[config.mk]
export PLATFORM = sky130hd
export DESIGN_NAME = format_field_parser
export DESIGN_NICKNAME = d
export VERILOG_FILES = /design/src/hdl/ffp_pkg.sv /design/src/hdl/ffp_in_stage.sv /design/src/hdl/ffp_parse_core.sv /design/src/hdl/ffp_out_stage.sv /design/src/hdl/format_field_parser.sv
export SDC_FILE = /design/constraint.sdc
export NUM_CORES = 1
export LEC_CHECK = 0
export BUFFER_PORTS_ARGS = -buffer_cell sky130_fd_sc_hd__buf_4
export CAP_MARGIN = 10
export CORE_MARGIN = 1.5
export CORE_UTILIZATION = 60
export DETAILED_ROUTE_END_ITERATION = 8
export HOLD_SLACK_MARGIN = 0.1
export PLACE_DENSITY_LB_ADDON = 0.1
export SLEW_MARGIN = 20
export SYNTH_ARGS = -nofsm -noshare
export SYNTH_HDL_FRONTEND = slang
export SYNTH_SLANG_ARGS = --single-unit
export TNS_END_PERCENT = 50
[constraint.sdc]
create_clock -name aclk -period 9.4 [get_ports aclk]
set_input_delay 0.47 -clock aclk [delete_from_list [all_inputs] [get_ports aclk]]
set_output_delay 0.47 -clock aclk [all_outputs]
set_load 0.01 [all_outputs]
[src/hdl/ffp_pkg.sv]
// Shared types and constants for the format field parser.
// Used by every module of the parser; depends on nothing else.
package ffp_pkg;

    // Default widths of the position counters and the argument index
    localparam int POS_BITS_DEF   = 16;
    localparam int INDEX_BITS_DEF = 16;

    // Fixed widths of the stream fields
    localparam int CHAR_W  = 21;
    localparam int ARG_W   = 16;
    localparam int EPOS_W  = 16;
    localparam int KIND_W  = 3;
    localparam int ERR_W   = 2;
    localparam int S_DATA_W = 24;
    localparam int M_DATA_W = 56;

    // Characters with a meaning of their own
    localparam logic [CHAR_W-1:0] CH_OPEN  = CHAR_W'(8'h7B);
    localparam logic [CHAR_W-1:0] CH_CLOSE = CHAR_W'(8'h7D);
    localparam logic [CHAR_W-1:0] CH_COLON = CHAR_W'(8'h3A);
    localparam logic [CHAR_W-1:0] CH_ZERO  = CHAR_W'(8'h30);
    localparam logic [CHAR_W-1:0] CH_NINE  = CHAR_W'(8'h39);

    // Result kinds
    typedef enum logic [KIND_W-1:0] {
        KIND_LITERAL     = 3'd0,
        KIND_FIELD_DONE  = 3'd1,
        KIND_SPEC_CHAR   = 3'd2,
        KIND_STRING_DONE = 3'd3,
        KIND_ERROR       = 3'd4
    } kind_t;

    // Error codes
    typedef enum logic [ERR_W-1:0] {
        ERR_NONE          = 2'd0,
        ERR_UNMATCHED     = 2'd1,
        ERR_SINGLE_CLOSE  = 2'd2,
        ERR_SPEC_EXPECTED = 2'd3
    } err_t;

    // One input character transfer
    typedef struct packed {
        logic [CHAR_W-1:0] char_code;
        logic              end_mark;
    } item_t;

    // One result transfer
    typedef struct packed {
        kind_t             kind;
        logic [CHAR_W-1:0] char_value;
        logic [ARG_W-1:0]  arg_number;
        logic              has_spec;
        err_t              error_code;
        logic [EPOS_W-1:0] error_position;
    } result_t;

endpackage

[src/hdl/ffp_in_stage.sv]
// Input register of the format field parser.
// Holds one character transfer until the parse core consumes it; uses ffp_pkg.
module ffp_in_stage (
    input  logic           aclk,
    input  logic           aresetn,
    input  logic           s_valid,
    output logic           s_ready,
    input  ffp_pkg::item_t s_item,
    output logic           item_valid,
    output ffp_pkg::item_t item,
    input  logic           item_take
);

    logic           valid_reg;
    logic           valid_next;
    ffp_pkg::item_t item_reg;

    // Accept when empty or when the held item leaves this cycle
    assign s_ready    = !valid_reg || item_take;
    assign valid_next = (s_valid && s_ready) || (valid_reg && !item_take);

    always_ff @(posedge aclk) begin
        if (!aresetn) begin
            valid_reg <= 1'b0;
        end else begin
            valid_reg <= valid_next;
        end
    end

    // Capture the payload on every transfer
    always_ff @(posedge aclk) begin
        if (s_valid && s_ready) begin
            item_reg <= s_item;
        end
    end

    assign item_valid = valid_reg;
    assign item       = item_reg;

endmodule

[src/hdl/ffp_parse_core.sv]
// Parse state and next-state logic of the format field parser.
// One character is consumed per cycle when the output stage has room; uses ffp_pkg.
module ffp_parse_core #(
    parameter int POS_BITS   = ffp_pkg::POS_BITS_DEF,
    parameter int INDEX_BITS = ffp_pkg::INDEX_BITS_DEF
) (
    input  logic             aclk,
    input  logic             aresetn,
    input  logic             item_valid,
    input  ffp_pkg::item_t   item,
    input  logic             out_ready,
    output logic             item_take,
    output logic             res_valid,
    output ffp_pkg::result_t res
);

    typedef enum logic [6:0] {
        PH_TEXT       = 7'b0000001,
        PH_OPEN       = 7'b0000010,
        PH_CLOSE      = 7'b0000100,
        PH_DIGITS     = 7'b0001000,
        PH_SPEC_START = 7'b0010000,
        PH_SPEC       = 7'b0100000,
        PH_DROP       = 7'b1000000
    } phase_t;

    localparam logic [POS_BITS-1:0]   POS_MAX  = {POS_BITS{1'b1}};
    localparam logic [INDEX_BITS-1:0] IDX_MAX  = {INDEX_BITS{1'b1}};
    localparam logic [INDEX_BITS:0]   IDX_NONE = {(INDEX_BITS+1){1'b1}};

    phase_t                phase_reg, phase_next;
    logic [POS_BITS-1:0]   pos_reg, pos_next;
    logic [POS_BITS-1:0]   fstart_reg, fstart_next;
    logic [INDEX_BITS-1:0] acc_reg, acc_next;
    logic [INDEX_BITS:0]   last_reg, last_next;
    logic                  given_reg, given_next;

    logic [POS_BITS-1:0]   pos_inc;
    logic [POS_BITS-1:0]   pos_dec;
    logic                  is_digit;
    logic [3:0]            digit;
    logic [INDEX_BITS+3:0] mac;
    logic [INDEX_BITS-1:0] mac_sat;
    logic [INDEX_BITS-1:0] field_idx;
    logic [ffp_pkg::CHAR_W-1:0] ch;

    assign item_take = item_valid && out_ready;
    assign ch        = item.char_code;

    // Saturating position of the current character
    assign pos_inc = (pos_reg == POS_MAX) ? pos_reg : pos_reg + 1'b1;
    assign pos_dec = pos_inc - 1'b1;

    // Decimal index accumulate: acc * 8 + acc * 2 + digit, saturating
    assign is_digit = (ch >= ffp_pkg::CH_ZERO) && (ch <= ffp_pkg::CH_NINE);
    assign digit    = ch[3:0];
    assign mac      = {1'b0, acc_reg, 3'b000} + {3'b000, acc_reg, 1'b0}
                    + {{INDEX_BITS{1'b0}}, digit};
    assign mac_sat  = (mac[INDEX_BITS+3:INDEX_BITS] != 4'd0) ? IDX_MAX
                                                            : mac[INDEX_BITS-1:0];

    // Index of a completing field: given, or next after the last one used
    always_comb begin
        if (given_reg) begin
            field_idx = acc_reg;
        end else if (last_reg == IDX_NONE) begin
            field_idx = '0;
        end else if (last_reg[INDEX_BITS-1:0] == IDX_MAX) begin
            field_idx = IDX_MAX;
        end else begin
            field_idx = last_reg[INDEX_BITS-1:0] + 1'b1;
        end
    end

    always_comb begin
        phase_next  = phase_reg;
        pos_next    = pos_reg;
        fstart_next = fstart_reg;
        acc_next    = acc_reg;
        last_next   = last_reg;
        given_next  = given_reg;
        res_valid   = 1'b0;
        res.kind           = ffp_pkg::KIND_LITERAL;
        res.char_value     = '0;
        res.arg_number     = '0;
        res.has_spec       = 1'b0;
        res.error_code     = ffp_pkg::ERR_NONE;
        res.error_position = '0;

        if (item_take) begin
            if (item.end_mark) begin
                // Close the string and report what is left open
                case (phase_reg)
                    PH_TEXT: begin
                        res_valid = 1'b1;
                        res.kind  = ffp_pkg::KIND_STRING_DONE;
                    end
                    PH_OPEN, PH_DIGITS, PH_SPEC: begin
                        res_valid          = 1'b1;
                        res.kind           = ffp_pkg::KIND_ERROR;
                        res.error_code     = ffp_pkg::ERR_UNMATCHED;
                        res.error_position = ffp_pkg::EPOS_W'({{ffp_pkg::EPOS_W{1'b0}},
                                                               fstart_reg});
                    end
                    PH_CLOSE: begin
                        res_valid          = 1'b1;
                        res.kind           = ffp_pkg::KIND_ERROR;
                        res.error_code     = ffp_pkg::ERR_SINGLE_CLOSE;
                        res.error_position = ffp_pkg::EPOS_W'({{ffp_pkg::EPOS_W{1'b0}},
                                                               pos_reg});
                    end
                    PH_SPEC_START: begin
                        res_valid          = 1'b1;
                        res.kind           = ffp_pkg::KIND_ERROR;
                        res.error_code     = ffp_pkg::ERR_SPEC_EXPECTED;
                        res.error_position = ffp_pkg::EPOS_W'({{ffp_pkg::EPOS_W{1'b0}},
                                                               pos_inc});
                    end
                    default: ;
                endcase
                // Restart for the next string
                phase_next  = PH_TEXT;
                pos_next    = '0;
                fstart_next = '0;
                acc_next    = '0;
                last_next   = IDX_NONE;
                given_next  = 1'b0;
            end else if (phase_reg != PH_DROP) begin
                pos_next = pos_inc;
                case (phase_reg)
                    PH_TEXT: begin
                        if (ch == ffp_pkg::CH_OPEN) begin
                            fstart_next = pos_inc;
                            phase_next  = PH_OPEN;
                        end else if (ch == ffp_pkg::CH_CLOSE) begin
                            phase_next = PH_CLOSE;
                        end else begin
                            res_valid      = 1'b1;
                            res.kind       = ffp_pkg::KIND_LITERAL;
                            res.char_value = ch;
                        end
                    end
                    PH_OPEN, PH_DIGITS: begin
                        if (phase_reg == PH_OPEN && ch == ffp_pkg::CH_OPEN) begin
                            // Doubled open brace
                            phase_next     = PH_TEXT;
                            res_valid      = 1'b1;
                            res.kind       = ffp_pkg::KIND_LITERAL;
                            res.char_value = ffp_pkg::CH_OPEN;
                        end else if (is_digit) begin
                            acc_next   = (phase_reg == PH_OPEN) ? INDEX_BITS'(digit)
                                                                : mac_sat;
                            given_next = 1'b1;
                            phase_next = PH_DIGITS;
                        end else if (ch == ffp_pkg::CH_COLON) begin
                            phase_next = PH_SPEC_START;
                        end else if (ch == ffp_pkg::CH_CLOSE) begin
                            res_valid      = 1'b1;
                            res.kind       = ffp_pkg::KIND_FIELD_DONE;
                            res.arg_number = ffp_pkg::ARG_W'({{ffp_pkg::ARG_W{1'b0}},
                                                              field_idx});
                            last_next      = {1'b0, field_idx};
                            given_next     = 1'b0;
                            acc_next       = '0;
                            phase_next     = PH_TEXT;
                        end else begin
                            res_valid          = 1'b1;
                            res.kind           = ffp_pkg::KIND_ERROR;
                            res.error_code     = ffp_pkg::ERR_UNMATCHED;
                            res.error_position = ffp_pkg::EPOS_W'({{ffp_pkg::EPOS_W{1'b0}},
                                                                   fstart_reg});
                            phase_next         = PH_DROP;
                        end
                    end
                    PH_CLOSE: begin
                        if (ch == ffp_pkg::CH_CLOSE) begin
                            // Doubled close brace
                            phase_next     = PH_TEXT;
                            res_valid      = 1'b1;
                            res.kind       = ffp_pkg::KIND_LITERAL;
                            res.char_value = ffp_pkg::CH_CLOSE;
                        end else begin
                            res_valid          = 1'b1;
                            res.kind           = ffp_pkg::KIND_ERROR;
                            res.error_code     = ffp_pkg::ERR_SINGLE_CLOSE;
                            res.error_position = ffp_pkg::EPOS_W'({{ffp_pkg::EPOS_W{1'b0}},
                                                                   pos_dec});
                            phase_next         = PH_DROP;
                        end
                    end
                    PH_SPEC_START, PH_SPEC: begin
                        if (ch == ffp_pkg::CH_CLOSE) begin
                            res_valid      = 1'b1;
                            res.kind       = ffp_pkg::KIND_FIELD_DONE;
                            res.arg_number = ffp_pkg::ARG_W'({{ffp_pkg::ARG_W{1'b0}},
                                                              field_idx});
                            res.has_spec   = 1'b1;
                            last_next      = {1'b0, field_idx};
                            given_next     = 1'b0;
                            acc_next       = '0;
                            phase_next     = PH_TEXT;
                        end else begin
                            res_valid      = 1'b1;
                            res.kind       = ffp_pkg::KIND_SPEC_CHAR;
                            res.char_value = ch;
                            phase_next     = PH_SPEC;
                        end
                    end
                    default: begin
                        phase_next = PH_DROP;
                    end
                endcase
            end
        end
    end

    always_ff @(posedge aclk) begin
        if (!aresetn) begin
            phase_reg  <= PH_TEXT;
            pos_reg    <= '0;
            fstart_reg <= '0;
            acc_reg    <= '0;
            last_reg   <= IDX_NONE;
            given_reg  <= 1'b0;
        end else begin
            phase_reg  <= phase_next;
            pos_reg    <= pos_next;
            fstart_reg <= fstart_next;
            acc_reg    <= acc_next;
            last_reg   <= last_next;
            given_reg  <= given_next;
        end
    end

endmodule

[src/hdl/ffp_out_stage.sv]
// Result register of the format field parser.
// Holds one result transfer until the downstream side takes it; uses ffp_pkg.
module ffp_out_stage (
    input  logic             aclk,
    input  logic             aresetn,
    input  logic             res_valid,
    input  ffp_pkg::result_t res,
    output logic             out_ready,
    output logic             m_valid,
    input  logic             m_ready,
    output ffp_pkg::result_t m_res
);

    logic             valid_reg;
    logic             valid_next;
    ffp_pkg::result_t res_reg;

    // Room when empty or when the held result leaves this cycle
    assign out_ready  = !valid_reg || m_ready;
    assign valid_next = (out_ready && res_valid) || (valid_reg && !m_ready);

    always_ff @(posedge aclk) begin
        if (!aresetn) begin
            valid_reg <= 1'b0;
        end else begin
            valid_reg <= valid_next;
        end
    end

    // Load a new result when one is produced
    always_ff @(posedge aclk) begin
        if (out_ready && res_valid) begin
            res_reg <= res;
        end
    end

    assign m_valid = valid_reg;
    assign m_res   = res_reg;

endmodule

[src/hdl/format_field_parser.sv]
// Top level of the format field parser: input register, parse core, result register.
// Depends on ffp_pkg, ffp_in_stage, ffp_parse_core and ffp_out_stage.
//
//  Channel  Direction  Payload                                       Marker
//  s_axis   in         tdata: char_code                              tlast: end_mark
//  m_axis   out        tdata: char_value .. error_position           tuser: kind
//
// One character per cycle is sustained while m_axis takes results. A result passes
// the input register, a single pass of state-update logic and then the result
// register; characters that give no result are still taken at that rate.
// Reset (aresetn low, synchronous) empties both registers and sets the text phase.
// A stall on m_axis fills the result register, then the input register, and then
// holds s_axis_tready low.
module format_field_parser #(
    parameter int POS_BITS   = ffp_pkg::POS_BITS_DEF,
    parameter int INDEX_BITS = ffp_pkg::INDEX_BITS_DEF
) (
    input  logic                          aclk,
    input  logic                          aresetn,
    input  logic                          s_axis_tvalid,
    output logic                          s_axis_tready,
    // tdata: [20:0] char_code, [23:21] zero
    input  logic [ffp_pkg::S_DATA_W-1:0]  s_axis_tdata,
    // tlast: end_mark
    input  logic                          s_axis_tlast,
    output logic                          m_axis_tvalid,
    input  logic                          m_axis_tready,
    // tdata: [20:0] char_value, [36:21] arg_number, [37] has_spec,
    //        [39:38] error_code, [55:40] error_position
    output logic [ffp_pkg::M_DATA_W-1:0]  m_axis_tdata,
    // tuser: [2:0] kind
    output logic [ffp_pkg::KIND_W-1:0]    m_axis_tuser
);

    ffp_pkg::item_t   s_item;
    ffp_pkg::item_t   item;
    logic             item_valid;
    logic             item_take;
    logic             out_ready;
    logic             res_valid;
    ffp_pkg::result_t res;
    ffp_pkg::result_t m_res;

    assign s_item.char_code = s_axis_tdata[ffp_pkg::CHAR_W-1:0];
    assign s_item.end_mark  = s_axis_tlast;

    ffp_in_stage u_in (
        .aclk       (aclk),
        .aresetn    (aresetn),
        .s_valid    (s_axis_tvalid),
        .s_ready    (s_axis_tready),
        .s_item     (s_item),
        .item_valid (item_valid),
        .item       (item),
        .item_take  (item_take)
    );

    ffp_parse_core #(
        .POS_BITS   (POS_BITS),
        .INDEX_BITS (INDEX_BITS)
    ) u_core (
        .aclk       (aclk),
        .aresetn    (aresetn),
        .item_valid (item_valid),
        .item       (item),
        .out_ready  (out_ready),
        .item_take  (item_take),
        .res_valid  (res_valid),
        .res        (res)
    );

    ffp_out_stage u_out (
        .aclk      (aclk),
        .aresetn   (aresetn),
        .res_valid (res_valid),
        .res       (res),
        .out_ready (out_ready),
        .m_valid   (m_axis_tvalid),
        .m_ready   (m_axis_tready),
        .m_res     (m_res)
    );

    // Pack the result fields, char_value in the lowest bits
    assign m_axis_tdata = {m_res.error_position, m_res.error_code, m_res.has_spec,
                           m_res.arg_number, m_res.char_value};
    assign m_axis_tuser = m_res.kind;

endmodule
==> run metrics, run 1 <==
status finished, violations left; failing checks DRC; Die H 125 um; via count 7769; Critical-path top delay cell or4_2; unique cell type count in the Yosys netlist 78; DRC errors left 12; Setup Crit Path Kind flip-flop to flip-flop; Tot Pwr 1640 uW; Die X 125 um; antenna viol nets, final 0; #FFs+latches synth 156; syn_nets 969; synth cell count leaders edfxtp_1 (81), dfxtp_1 (75), nor2_1 (59); drt via density 6.70; IO Pins 90; Final Cycle Share 0.465; fin. max-slew vios 0; Hold-fix buffers, CTS 0; sequential cell area 3940 sq um; fin crit period 4.37 ns; EDFF count, synth 81; Hold Crit Class input pin to flip-flop; Synth Warn # 0; share of Yosys cell area claimed by the top area cell type 0.275; WP data arrival 4.55 ns; Post-CTS Setup Bufs 0; P&R area growth vs syn 14.4%; Peak VDD IR 0.124 mV; Initial Utilization 0.612; H-tree depth 4; Worst Setup Start Kind flip-flop; # fillers 1090; synth top area cells edfxtp_1 (27%), dfxtp_1 (17%), ha_1 (4.8%); CP Capture Type flip-flop; largest net degree at the start of global routing 51; Slew @ Worst Pin 0.993 ns; GR Util All Layers 0.310; area taken by multi-input logic gates 4600 sq um; largest area contributor in the netlist edfxtp_1; Final nets 1028; first drt pass iteration count 9; Setup TNS 0 ns; Max-slew headroom 0.338; RSZ-0062 raised after global routing false; core box area 14500 sq um; Placer Congestion 0.927; Mapped Area 8860 sq um; # resized after CTS 0; DR iter-0 viols 1199; critical path's largest stage delay 0.87 ns; Total Routed Length 24000 um; Rows 44; endpoints failing hold 0; worst-path cell chain ha_1 -> nand3_1 -> or4_2 -> nand2_1 -> nand2_1 -> inv_1 -> ha_1 -> nand4_1 -> nor3_1 -> nand3_1 -> o211a_1 -> a2111oi_0 -> nor2_1; Final setup viols 0; CTS tree done; gr ovfl total 0; Clock transition at path regs 0.07 ns; Syn Inst Count 904; clock sinks 156; static leakage 0.00396 uW; die area 15500 sq um; # diodes 0; max frequency 229 MHz; Synth Flop Type edfxtp_1; DR WL/cell 20.7 um; MaxCap Viol Count 0; first-pass GRT wire length 38500 um; # port buffers 86; CP required 9.58 ns; initial antenna violation count 0; clock tree buffer depth 2; layout cells sized above 1 0.164; post-synthesis sequential area ratio 0.444; final setup skew 0.0111 ns; Clk Tree Root Cell clkbuf_16; mean post-synth cell area 9.80 sq um; vias in the first global route 7495; hpwl dp 16500 um; worst-path fanout max 9; Largest register FFs 59; clock insertion delay at the later pin of the skew report 0.44 ns; most common cell in the netlist edfxtp_1; Async SR Flop Fraction 0; TritonCTS buffer count 17; power density cells 161 nW/um^2
through the flow:
| stage | hold slack, ns | setup slack (ns) | cells | area, sq um | util |
|---|---|---|---|---|---|
| CTS | 0.195 | 5.14 | 1160 | 10100 | 0.700 |
| global route | 0.192 | 4.75 | 1160 | 10100 | 0.700 |
| finish | 0.205 | 5.03 | 1160 | 10100 | 0.700 |
| global placement | 0.497 | 5.27 | 1128 | 9530 | 0.658 |
| floorplan | 0.483 | 2.89 | 904 | 8860 | - |
| detailed placement | 0.494 | 5.16 | 1128 | 9530 | 0.658 |
report_power, final:
group	switching, uW	leakage, uW	internal, uW	total (uW)
Clock	317	0.000296	380	697
Combinational	108	0.00227	79.6	187
Sequential	15.7	0.00139	737	752
placed cells by master (no fill, tap or decap), types with 6 or more instances in the layout:
| master | n |
|---|---|
| a211oi_1 | 15 |
| a21o_1 | 17 |
| a21oi_1 | 50 |
| a221o_1 | 13 |
| a222oi_1 | 15 |
| a22oi_1 | 37 |
| a31oi_1 | 8 |
| and2_1 | 20 |
| and3_1 | 18 |
| buf_4 | 94 |
| clkbuf_16 | 17 |
| dfxtp_1 | 74 |
| edfxtp_1 | 81 |
| ha_1 | 34 |
| inv_1 | 18 |
| nand2_1 | 52 |
| nand2b_1 | 9 |
| nand3_1 | 25 |
| nand4_1 | 13 |
| nor2_1 | 59 |
| nor2b_1 | 48 |
| nor3_1 | 23 |
| nor4_1 | 9 |
| o211ai_1 | 7 |
| o21a_1 | 6 |
| o21ai_0 | 42 |
| o22a_1 | 14 |
| o22ai_1 | 6 |
| o31ai_1 | 10 |
| or3_1 | 10 |
| xnor2_1 | 29 |
| xor2_1 | 13 |
path summary, 6_finish.rpt:
path | cells after the start | slack (ns) | endpoint | startpoint
max | 13 | 5.03 | u_out.m_res[12]$_SDFFCE_PN0P_ | u_core.pos_reg[0]$_SDFFE_PN0P_
min | 1 | 0.20 | u_in.item[8]$_DFFE_PP_ | s_axis_tdata[7]
max reg2reg | 13 | 5.03 | u_out.m_res[12]$_SDFFCE_PN0P_ | u_core.pos_reg[0]$_SDFFE_PN0P_
min reg2reg | 1 | 0.51 | u_core.last_reg[15]$_SDFFE_PN1P_ | u_core.last_reg[15]$_SDFFE_PN1P_
cells by family (layout without fill, tap and decap cells):
| kind of cell | after synthesis | in the layout | synth area share |
|---|---|---|---|
| AO/OA/AOI/OAI | 269 | 269 | 0.214 |
| XOR/XNOR | 42 | 42 | 0.0415 |
| adder cells (fa/ha/maj) | 36 | 36 | 0.0525 |
| buffers and inverters | 72 | 144 | 0.0379 |
| flip-flops | 156 | 156 | 0.444 |
| multiplexers | 6 | 6 | 0.00706 |
| AND/OR/NAND/NOR | 323 | 323 | 0.203 |
final cells by class:
class                   instances  share of cell area
clock buffers                  17              0.0420
multi-input cells             676               0.454
inverters                      18             0.00666
clock inverters                15              0.0172
well taps                     184              0.0227
repair buffers                 94              0.0696
flip-flops and latches        156               0.388
metal layers:
layer / vias to the layer above / wire length, um / track usage
li1: 3567 / - / -
met1: 3713 / 9760 / 0.394
met2: 418 / 11700 / 0.522
met3: 71 / 1760 / 0.0485
met4: 0 / 763 / 0.142
met5: - / 0 / 0
critical path: cells and delay by family, from the launching register on:
family / cells / cell delay [ns]
AO/OA/AOI/OAI: 2 / 0.70
adder cells (fa/ha/maj): 2 / 0.53
buffers and inverters: 1 / 0.08
flip-flops: 1 / 0.50
AND/OR/NAND/NOR: 8 / 2.29
No activity file was read; power rests on OpenSTA's default activity.
==> run 2: changes to the inputs <==
==> constraint.sdc (replaced) <==
create_clock -name aclk -period 4.4 [get_ports aclk]
set_input_delay 0.22 -clock aclk [delete_from_list [all_inputs] [get_ports aclk]]
set_output_delay 0.22 -clock aclk [all_outputs]
set_load 0.01 [all_outputs]
==> run metrics, run 2 (synthesis results as in run 1) <==
drt via density 6.54 (-2.3%); # diodes 0 (unchanged); hold path start m_axis_tready; DR WL/cell 20.0 um (-3.4%); reg-to-reg endpoint u_out.m_res[12]$_SDFFCE_PN0P_; max frequency 250 MHz (+9.2%); worst-path fanout max 9 (unchanged); # resized after CTS 0 (unchanged); first-pass GRT wire length 38200 um (-0.79%); Hold Crit Class input pin to flip-flop; Slew @ Worst Pin 1.18 ns (+0.186 ns); Post-Layout Cell Count 1186 (+2.2%); gr ovfl total 0 (unchanged); CTS tree done; Initial Utilization 0.612 (unchanged); DR iter-0 viols 810 (-32%); antenna viol nets, final 0 (unchanged); H-tree depth 4 (unchanged); largest net degree at the start of global routing 61 (+20%); fin. max-slew vios 0 (unchanged); initial antenna violation count 0 (unchanged); clock insertion delay at the later pin of the skew report 0.43 ns (about the same); vias in the first global route 7561 (+0.88%); worst setup margin 0.399 ns (-4.63 ns); hpwl dp 16400 um (-0.36%); Peak VDD IR 0.284 mV (+130%); Setup Crit Path Kind flip-flop to flip-flop; Die X 125 um (unchanged); Clock transition at path regs 0.06 ns (about the same); Placer Congestion 0.919 (-0.91%); IO Pins 90 (unchanged); static leakage 0.00404 uW (+2.0%); Reg2Reg Launch Point u_core.pos_reg[0]$_SDFFE_PN0P_; power density cells 333 nW/um^2 (+110%); core box area 14500 sq um (unchanged); status complete, no violations; worst hold stages 3 (+2); die area 15500 sq um (unchanged); fin crit period 4.00 ns (-0.367 ns); # port buffers 86 (unchanged); P&R area growth vs syn 17.0%; final setup skew 0.0106 ns (-0.000425 ns); commonest non-fill, non-tap cell in the layout buf_4; MaxCap Viol Count 0 (unchanged); Endpoint, Worst Hold u_out.m_valid$_SDFF_PN0_; DRC errors left 0 (-12); Max-slew headroom 0.211 (-0.127); first drt pass iteration count 7 (-2); TritonCTS buffer count 17 (unchanged); clock sinks 156 (unchanged); CP Capture Type flip-flop; Worst Setup Start Kind flip-flop; via count 7762 (-0.090%); RSZ-0062 raised after global routing false; clock tree buffer depth 2 (unchanged); Final nets 1054 (+2.5%); endpoints failing hold 0 (unchanged); placed cells 1131 (+0.27%); Total Routed Length 23700 um (-1.3%); Layout Utilization 0.716 (+0.0158); FF-to-FF setup slack 0.40 ns (-4.63 ns); Largest register FFs 59 (unchanged); Setup TNS 0 ns (unchanged); FF-to-FF path depth 13 (unchanged); Final setup viols 0 (unchanged); commonest cells after routing, fill and taps aside buf_4 (96), edfxtp_1 (81), dfxtp_1 (75); CP required 4.57 ns (-5.01 ns); Rows 44 (unchanged); WP data arrival 4.17 ns (-0.38 ns); pre-CTS setup slack 0.515 ns (-4.64 ns); GR Util All Layers 0.305 (-0.00542); Clk Tree Root Cell clkbuf_16; Tot Pwr 3450 uW (+110%); Die H 125 um (unchanged); layout cells sized above 1 0.159 (-0.00525); Final Cycle Share 0.909 (+0.445)
==> run 2: critical path, cell delays in order (launching register included) <==
cell       delay [ns]
dfxtp_1          0.49
ha_1             0.31
nand3_1          0.24
or4_2            0.76
nand2_1          0.10
nand2_1          0.11
inv_1            0.08
ha_1             0.21
nand4_1          0.15
nor3_1           0.37
nand3_1          0.22
o211a_1          0.28
a2111oi_0        0.34
nor2_1           0.09
==> run 2: routing by layer <==
| metal | wire, um | part of all wire | vias up | global-route usage |
|---|---|---|---|---|
| li1 | - | - | 3619 | - |
| met2 | 11700 | 0.49 | 361 | 0.516 |
| met3 | 1620 | 0.068 | 55 | 0.0558 |
| met5 | 0 | 0 | - | 0 |
| met4 | 596 | 0.025 | 0 | 0.125 |
| met1 | 9780 | 0.41 | 3727 | 0.385 |
==> run 2: where the power goes <==
group          switching [uW]  internal, uW
combinational             234           186
clock                     635           786
sequential               32.0          1570
==> run 2: stage by stage <==
step	hold WS (ns)	instance area, sq um
final	0.162	10400
after global routing	0.179	10400
after CTS	0.155	10400
after detailed placement	0.399	9570
after global placement	0.399	9570
after floorplan	0.319	8870
==> run 2: final cells by class <==
| cell class | count | area [sq um] |
|---|---|---|
| clock buffer | 17 | 425 |
| timing repair buffer | 120 | 971 |
| inverter | 18 | 67.6 |
| sequential | 156 | 3930 |
| fill | 1066 | 4110 |
| tap | 184 | 230 |
| multi-input combinational | 676 | 4600 |
| clock inverter | 15 | 139 |
==> run 2: worst max-delay path by stage <==
| stage | end | from | depth (start not counted) | slack (ns) |
|---|---|---|---|---|
| 2_1_floorplan | u_out.m_res[0]$_SDFFCE_PN0P_ | u_core.phase_reg[5]$_SDFFE_PN0P_ | 7 | 0.61 |
| 3_3_place_gp | u_out.m_res[12]$_SDFFCE_PN0P_ | u_core.pos_reg[0]$_SDFFE_PN0P_ | 13 | 0.56 |
| 3_5_place_dp | u_out.m_res[12]$_SDFFCE_PN0P_ | u_core.pos_reg[0]$_SDFFE_PN0P_ | 13 | 0.52 |
| 4_1_cts | u_out.m_res[12]$_SDFFCE_PN0P_ | u_core.pos_reg[0]$_SDFFE_PN0P_ | 13 | 0.46 |
| 5_1_grt | u_out.m_res[12]$_SDFFCE_PN0P_ | u_core.pos_reg[0]$_SDFFE_PN0P_ | 13 | 0.07 |
| 6_report | u_out.m_res[12]$_SDFFCE_PN0P_ | u_core.pos_reg[0]$_SDFFE_PN0P_ | 13 | 0.40 |
==> run 2: what timing repair did <==
| action | 4_1_cts | 5_1_grt |
|---|---|---|
| endpoints found under the hold margin | 23 | 0 |
| hold buffers | 23 | 0 |
| buffers inserted | 0 | 0 |
